`src/design/ccr_pkg.sv`:
```
// Shared constants and the elaboration-time sRGB linearization functions.
`timescale 1ns / 1ps

package ccr_pkg;

  // Linear channel values and luminances: unsigned Q1.16, 65536 is 1.0
  localparam int LIN_BITS = 17;
  localparam int LUM_BITS = 17;
  // Integer bits of the contrast ratio (ratio is at most 21.0)
  localparam int RATIO_INT_BITS = 5;

  // Rec.709 luminance weights in Q0.16, summing to 65536
  localparam int WEIGHT_BITS = 16;
  localparam logic [WEIGHT_BITS-1:0] W_RED   = 16'd13933;
  localparam logic [WEIGHT_BITS-1:0] W_GREEN = 16'd46871;
  localparam logic [WEIGHT_BITS-1:0] W_BLUE  = 16'd4732;

  // Weighted sum width and rounding constant for the >>16
  localparam int SUM_BITS = LIN_BITS + WEIGHT_BITS;
  localparam logic [SUM_BITS-1:0] LUM_ROUND = 33'd32768;

  // 0.05 in Q0.16, added to both luminances before the ratio
  localparam logic [LUM_BITS-1:0] FLARE = 17'd3277;

  localparam logic [63:0] ONE_Q62 = 64'd1 << 62;

  // (a * b) >> 62 for a, b <= 1.0 in Q2.62
  function automatic logic [63:0] mul_q62(input logic [63:0] a, input logic [63:0] b);
    logic [127:0] p;
    p = {64'd0, a} * {64'd0, b};
    return p[125:62];
  endfunction

  // num / den in Q2.62, truncated; num <= den
  function automatic logic [63:0] div_q62(input logic [63:0] num, input logic [63:0] den);
    logic [63:0] rem;
    logic [63:0] f;
    logic        q;
    q   = (num >= den);
    rem = q ? (num - den) : num;
    f   = 64'd0;
    for (int i = 0; i < 62; i++) begin
      f   = f << 1;
      rem = rem << 1;
      if (rem >= den) begin
        rem  = rem - den;
        f[0] = 1'b1;
      end
    end
    return {1'b0, q, f[61:0]};
  endfunction

  // Integer quotient by shift-and-subtract
  function automatic logic [63:0] udiv64(input logic [63:0] num, input logic [63:0] den);
    logic [64:0] r;
    logic [63:0] q;
    r = 65'd0;
    q = 64'd0;
    for (int i = 63; i >= 0; i--) begin
      r = {r[63:0], num[i]};
      if (r >= {1'b0, den}) begin
        r    = r - {1'b0, den};
        q[i] = 1'b1;
      end
    end
    return q;
  endfunction

  function automatic logic [63:0] pow5_q62(input logic [63:0] r);
    logic [63:0] r2;
    logic [63:0] r4;
    r2 = mul_q62(r, r);
    r4 = mul_q62(r2, r2);
    return mul_q62(r4, r);
  endfunction

  // Largest r in [0, 1] with r^5 <= s, by bisection
  function automatic logic [63:0] root5_q62(input logic [63:0] s);
    logic [63:0] lo;
    logic [63:0] hi;
    logic [63:0] mid;
    lo = 64'd0;
    hi = ONE_Q62;
    for (int i = 0; i < 64; i++) begin
      if (lo < hi) begin
        mid = lo + ((hi - lo + 64'd1) >> 1);
        if (pow5_q62(mid) <= s) lo = mid;
        else hi = mid - 64'd1;
      end
    end
    return lo;
  endfunction

  // sRGB code k with full scale m to linear light, Q1.16 rounded
  function automatic logic [LIN_BITS-1:0] linearize(input logic [63:0] k,
                                                     input logic [63:0] m);
    logic [63:0] t;
    logic [63:0] s;
    logic [63:0] x;
    logic [63:0] q;
    if (64'd100000 * k <= 64'd4045 * m) begin
      q = udiv64(64'd13107200 * k + 64'd1292 * m, 64'd2584 * m);
      return q[LIN_BITS-1:0];
    end
    t = div_q62(64'd1000 * k + 64'd55 * m, 64'd1055 * m);
    s = mul_q62(t, t);
    x = mul_q62(s, root5_q62(s));
    q = (x + (64'd1 << 45)) >> 46;
    return q[LIN_BITS-1:0];
  endfunction

endpackage

```
`src/design/ccr_merge.sv`:
```
// Merge stage: orders the two luminances and divides out the contrast ratio.
`timescale 1ns / 1ps

module ccr_merge #(
  parameter int RATIO_FRACTION_BITS = 11
) (
  input  logic                         clk,
  input  logic                         rst,
  input  logic                         in_vld,
  output logic                         in_rdy,
  input  logic [ccr_pkg::LUM_BITS-1:0] lum_a_in,
  input  logic [ccr_pkg::LUM_BITS-1:0] lum_b_in,
  output logic                         res_vld,
  input  logic                         res_rdy,
  output logic [ccr_pkg::LUM_BITS-1:0] lum_a,
  output logic [ccr_pkg::LUM_BITS-1:0] lum_b,
  output logic                         a_is_lighter,
  output logic [RATIO_FRACTION_BITS+ccr_pkg::RATIO_INT_BITS-1:0] ratio
);

  localparam int IntW = ccr_pkg::RATIO_INT_BITS;
  localparam int QW   = RATIO_FRACTION_BITS + IntW;
  localparam int LW   = ccr_pkg::LUM_BITS;

  typedef struct packed {
    logic [LW-1:0] lum_a;
    logic [LW-1:0] lum_b;
    logic          a_lighter;
    logic [LW-1:0] den;
    logic [LW-1:0] rem;
    logic [QW-1:0] bits;
    logic [QW-1:0] quo;
  } div_stage_t;

  div_stage_t    stage_q [QW+1];
  logic          vld [QW+1];
  logic          en [QW+1];

  logic          a_ge;
  logic [LW-1:0] hi_lum, lo_lum, num_hi;
  div_stage_t    first;

  // stall chain through every stage
  assign en[QW] = !vld[QW] || res_rdy;
  for (genvar j = 0; j < QW; j++) begin : g_en
    assign en[j] = !vld[j] || en[j+1];
  end
  assign in_rdy = en[0];

  // compare and offset; first remainder is numerator >> QW, always below den
  assign a_ge   = (lum_a_in >= lum_b_in);
  assign hi_lum = a_ge ? lum_a_in : lum_b_in;
  assign lo_lum = a_ge ? lum_b_in : lum_a_in;
  assign num_hi = hi_lum + ccr_pkg::FLARE;

  always_comb begin
    first.lum_a     = lum_a_in;
    first.lum_b     = lum_b_in;
    first.a_lighter = a_ge;
    first.den       = lo_lum + ccr_pkg::FLARE;
    first.rem       = num_hi >> IntW;
    first.bits      = {num_hi[IntW-1:0], {RATIO_FRACTION_BITS{1'b0}}};
    first.quo       = '0;
  end

  always_ff @(posedge clk) begin
    if (rst) vld[0] <= 1'b0;
    else if (en[0]) vld[0] <= in_vld;
  end

  always_ff @(posedge clk) begin
    if (en[0]) stage_q[0] <= first;
  end

  // one quotient bit per stage
  for (genvar j = 0; j < QW; j++) begin : g_div
    logic [LW:0]  trial;
    logic [LW:0]  diff;
    logic         ge;
    div_stage_t   step;

    assign trial = {stage_q[j].rem, stage_q[j].bits[QW-1]};
    assign diff  = trial - {1'b0, stage_q[j].den};
    assign ge    = (trial >= {1'b0, stage_q[j].den});

    always_comb begin
      step      = stage_q[j];
      step.rem  = ge ? diff[LW-1:0] : trial[LW-1:0];
      step.bits = stage_q[j].bits << 1;
      step.quo  = {stage_q[j].quo[QW-2:0], ge};
    end

    always_ff @(posedge clk) begin
      if (rst) vld[j+1] <= 1'b0;
      else if (en[j+1]) vld[j+1] <= vld[j];
    end

    always_ff @(posedge clk) begin
      if (en[j+1]) stage_q[j+1] <= step;
    end
  end

  assign res_vld      = vld[QW];
  assign lum_a        = stage_q[QW].lum_a;
  assign lum_b        = stage_q[QW].lum_b;
  assign a_is_lighter = stage_q[QW].a_lighter;
  assign ratio        = stage_q[QW].quo;

endmodule

```
`config.mk`:
```
export PLATFORM = sky130hd
export DESIGN_NAME = ccr_merge
export DESIGN_NICKNAME = d
export VERILOG_FILES = /design/src/design/ccr_pkg.sv /design/src/design/ccr_merge.sv
export SDC_FILE = /design/constraint.sdc
export NUM_CORES = 2
export LEC_CHECK = 0
export ABC_AREA = 1
export BUFFER_PORTS_ARGS = -buffer_cell sky130_fd_sc_hd__buf_4
export CAP_MARGIN = 20
export CORE_MARGIN = 2
export CORE_UTILIZATION = 45
export CTS_BUF_LIST = sky130_fd_sc_hd__clkbuf_8
export DETAILED_ROUTE_END_ITERATION = 12
export SYNTH_ARGS = -nofsm -noshare
export SYNTH_HDL_FRONTEND = slang
export SYNTH_SLANG_ARGS = --single-unit
```
`constraint.sdc`:
```
create_clock -name clk -period 20.5 [get_ports clk]
set_clock_uncertainty 0.1 [all_clocks]
set_input_delay 4.1 -clock clk [delete_from_list [all_inputs] [get_ports clk]]
set_output_delay 4.1 -clock clk [all_outputs]
set_load 0.03 [all_outputs]
```
## After elaboration in Yosys (flattened, before gate mapping)

Memories as Yosys holds them, arrays and structs flattened.
Cells that the tools add are included.

| word-level totals | value |
|---|---|
| flip-flop bits (word level) | 0 |
| memory bits (writable) | 1717 |
| input bits | 38 |
| output and inout bits | 53 |
| logic and storage cells | 193 |
| memories kept | 2 |

| operators by class | value |
|---|---|
| add/sub/neg operators | 18 |
| magnitude comparators | 17 |
| multiplexer cells | 105 |
| bitwise logic cells | 17 |
| reduce and logical (&&, ||, !) cells | 34 |

Memories:

| memory | depth | width | read ports | clocked after Yosys merged registers in | write ports | RTL line | RTL |
|---|---|---|---|---|---|---|---|
| stage_q | 17 | 100 | 17 | 0 | 17 | ccr_merge.sv:35 | `div_stage_t stage_q [QW+1];` |
| vld | 17 | 1 | 17 | 0 | 17 | ccr_merge.sv:36 | `logic vld [QW+1];` |

Operators with widths:

| operator | count |
|---|---|
| 2-to-1 mux 17 bit | 18 |
| >= comparator 18 x 17 -> 1 bit | 16 |
| subtractor 17 bit | 16 |
| 2-to-1 mux 1 bit | 87 |
| adder 17 x 12 -> 17 bit (second input constant) | 2 |
| >= comparator 17 bit | 1 |
| zero test 1 bit | 17 |
| logical OR 1 bit | 17 |
| bitwise OR 1 bit | 17 |

## Longest topological paths before layout

An unclocked memory read counts as a cell.

| depth | value |
|---|---|
| depth after elaboration | 23 |
| gate-level depth with buffers | 22 |
| depth with buffers taken out | 21 |

## Least setup slack after synthesis

OpenSTA, ideal clock, no wires.

| timing path | value |
|---|---|
| path kind | input port to output port |
| from | input port res_rdy |
| to | output port in_rdy |
| arrival time | 14.858 ns |
| required time | 16.300 ns |
| path slack | 1.442 ns |
| cell stages on the path | 14 |
| path buffers | 0 |
| cells stage by stage | inv_1 -> nand2_2 -> nor2_4 -> nand2_2 -> nor2_4 -> nand2_2 -> nor2_4 -> nand2_2 -> nor2_4 -> nand4_2 -> nor2_2 -> nand4_1 -> nor2_2 -> nand2_1 |

RTL lines:

| what | RTL line | RTL |
|---|---|---|
| start, declared | ccr_merge.sv:14 | `input logic res_rdy,` |
| end, declared | ccr_merge.sv:10 | `output logic in_rdy,` |

==> results_dict.tcl <==
set metrics [dict create \
    grt_antenna_before_repair 2 \
    netlist.top_cell.by_area "edfxtp_1" \
    crit_required_ps 16300 \
    status "finished, final reports clean" \
    hold_violations 0 \
    critPathKind "in2out" \
    antenna_left 0 \
    finalSetupTns_ps 0 \
    slew_viol_final 0 \
    place_area_sq_um 59200 \
    drt_iter0_markers 1881 \
    placed_cells 6125 \
    num_rows 130 \
    synth_warnings 0 \
    slowest_stage "nand2_2" \
    numPortBuffers 90 \
    synth_nets 4763 \
    vias_per_cell 4.85 \
    overflow 0 \
    crit_arrival_ps 8020 \
    power.switching_mw 3.37 \
    cts_tree "yes" \
    min_path_type "reg2reg" \
    dieArea_sq_um 129000 \
    holdBufCountCts 0 \
    synthCells 4424 \
    powerDensity_nw_per_um2 150 \
    rsz0062_at_grt "false" \
    hold_depth 0 \
    cpMostUsedCell "nor2_4" \
    firstDrtPassIters 5 \
    clock_latency_ps 880 \
    synth_cell_types 53 \
    final_cells 6502 \
    syn_area_sq_um 56600 \
    rr_startpoint "vld[16]" \
    synth_edf_count 1302 \
    finalSetupViolations 0 \
    critPathCaptureType "output pin" \
    grt_max_degree 76 \
    critPathMaxFanout 53 \
    synth_most_common_cell "edfxtp_1" \
    cts_setup_buffers 0 \
    r2r_cells 15 \
    cap_violations 0 \
    synth_xor_xnor_area_share 0.0361 \
    synthArstFlopShare 0 \
    dieWidth_um 359 \
    path_clk_slew_ps 60 \
    start_kind "primary input" \
    holdPathEnd "stage_q[0][1308]" \
    ys_ff_latch 1302 \
    grt_pass1_wl_um 162000 \
    synth_compound_area_frac 0.0753 \
    cp_cell_sequence "buf_4, inv_1, nand2_2, buf_4, nor2_4, nand2_4, nor2_4, nand2_4, nor2_4, nand2_4, nor2_4, nand4_4, nor2_2, nand4_1, nor2_2, nand2_2, buf_4" \
    yosys-top-cells-count "edfxtp_1, nand2_1, inv_1, o21ai_0, ha_1" \
    cp_top_family "simple AND/OR/NAND/NOR gates" \
    synth_top_family_by_area "simple AND/OR/NAND/NOR gates" \
    comb_power_share 0.354 \
    ff2ff_setup_slack_ps 15810 \
    place_ws_ps 8200 \
    final_util 0.504 \
    cts-htree-levels 4 \
    vias 31529 \
    start_util 0.452 \
    irDropWorstVdd_uv 73.9 \
    area_growth_pct 11.5 \
    setup_ws_ps 8280 \
    die_y_um 359 \
    relSlewSlack 0.375 \
    synthSimpleGateAreaFrac 0.0859 \
    wl_per_cell_um 15.3 \
    hp-start "stage_q[0][1207]" \
    dpl.hpwl_um 74400 \
    drcViolationCount 0 \
    drive_gt1_frac 0.0823 \
    cts_max_path_buffers 3 \
    first_global_vias 31591 \
    synth.top_cells.by_area "edfxtp_1, ha_1, nand2_1" \
    cts_root_buf "clkbuf_8" \
    p_sw_frac 0.356 \
    sequentialPowerShare 0.433 \
    p_clk_frac 0.214 \
    power.internal_mw 6.09 \
    synth_fa_ha_area_frac 0.0686 \
    crit_buf_inv 4 \
    fill_cells 10930 \
    grt_use_total 0.159 \
    fin_area_sq_um 63100 \
    cts_inserted_buffers 209 \
    yosysSeqAreaShare 0.691 \
    nNetsFinal 5025 \
    finalCritPeriodShare 0.596 \
    synth.area.mux_share 0 \
    leakage_nw 26.5 \
    ctsResizeCount 0 \
    min_period_ps 12220 \
    gp_congestion 0.883 \
    ios 91 \
    worst_pin_slew_ps 937 \
    core_sq_um 125000 \
    wl_um 99600 \
    max_freq_ghz 0.0819 \
    r2r-end "stage_q[0][80]" \
    synth_top_area_share 0.691 \
    synth-main-ff-cell "edfxtp_1" \
    clock_sinks 1302 \
    avgSynthCellArea_sq_um 12.8 \
    crit_path_max_incr_delay_ps 530 \
]
==> registers in the layout, indices dropped and copies added (netlist names) <==
| name | flops |
|---|---|
| vld | 17 |
| stage_q | 1285 |
==> cells by family (layout without fill, tap and decap cells) <==
logic type               count (synthesis)  count (layout)
flip-flops                            1302            1302
AND/OR/NAND/NOR                       1169            1169
AO/OA/AOI/OAI                          787             787
buffers and inverters                  632            1059
adder cells (fa/ha/maj)                301             301
XOR/XNOR                               233             233
other                                    0               1
==> power by group through the flow <==
stage	clock [mW]	sequential, mW	combinational, mW
floorplan	0	4.05	2.57
global placement	0	4.15	3.30
detailed placement	0	4.16	3.35
CTS	2.11	4.11	3.36
global route	2.22	4.17	3.85
finish	2.02	4.10	3.35
==> cells in the final DEF (no fill, tap or decap), drive strengths merged, types with 79 or more instances in the layout <==
cell	n
clkbuf	210
ha	286
nand2	776
edfxtp	1302
nand3	106
nor2	194
xor2	115
a21oi	267
clkinv	79
xnor2	118
o21ai	410
inv	654
buf	107
==> worst max-delay path by stage <==
stage | cells past startpoint | end | start
2_1_floorplan | 14 | in_rdy | res_rdy
3_3_place_gp | 17 | in_rdy | res_rdy
3_5_place_dp | 17 | in_rdy | res_rdy
4_1_cts | 17 | in_rdy | res_rdy
5_1_grt | 17 | in_rdy | res_rdy
6_report | 17 | in_rdy | res_rdy
==> layout make-up <==
cell class	instances	area [sq um]	area share
well taps	1650	2060	0.0327
diodes	1	2.50	0.0000397
repair buffers	107	803	0.0127
flip-flops and latches	1302	39100	0.620
clock buffers	210	2890	0.0458
inverters	576	2170	0.0343
clock inverters	166	978	0.0155
multi-input cells	2490	15100	0.239
==> metrics by stage <==
step,hold slack (ps),total power [mW]
after floorplan,300,6.62
after detailed placement,305,7.51
final,295,9.46
after global placement,301,7.45
after CTS,280,9.58
after global routing,284,10.2
==> per-layer routing <==
layer,part of all wire,track usage,up-vias,routed length (um)
li1,-,-,16157,-
met1,0.43,0.196,14592,42800
met2,0.49,0.275,571,49200
met3,0.047,0.0326,209,4690
met4,0.028,0.0627,0,2830
met5,0,0,-,0
No activity file was read; power rests on OpenSTA's default activity.
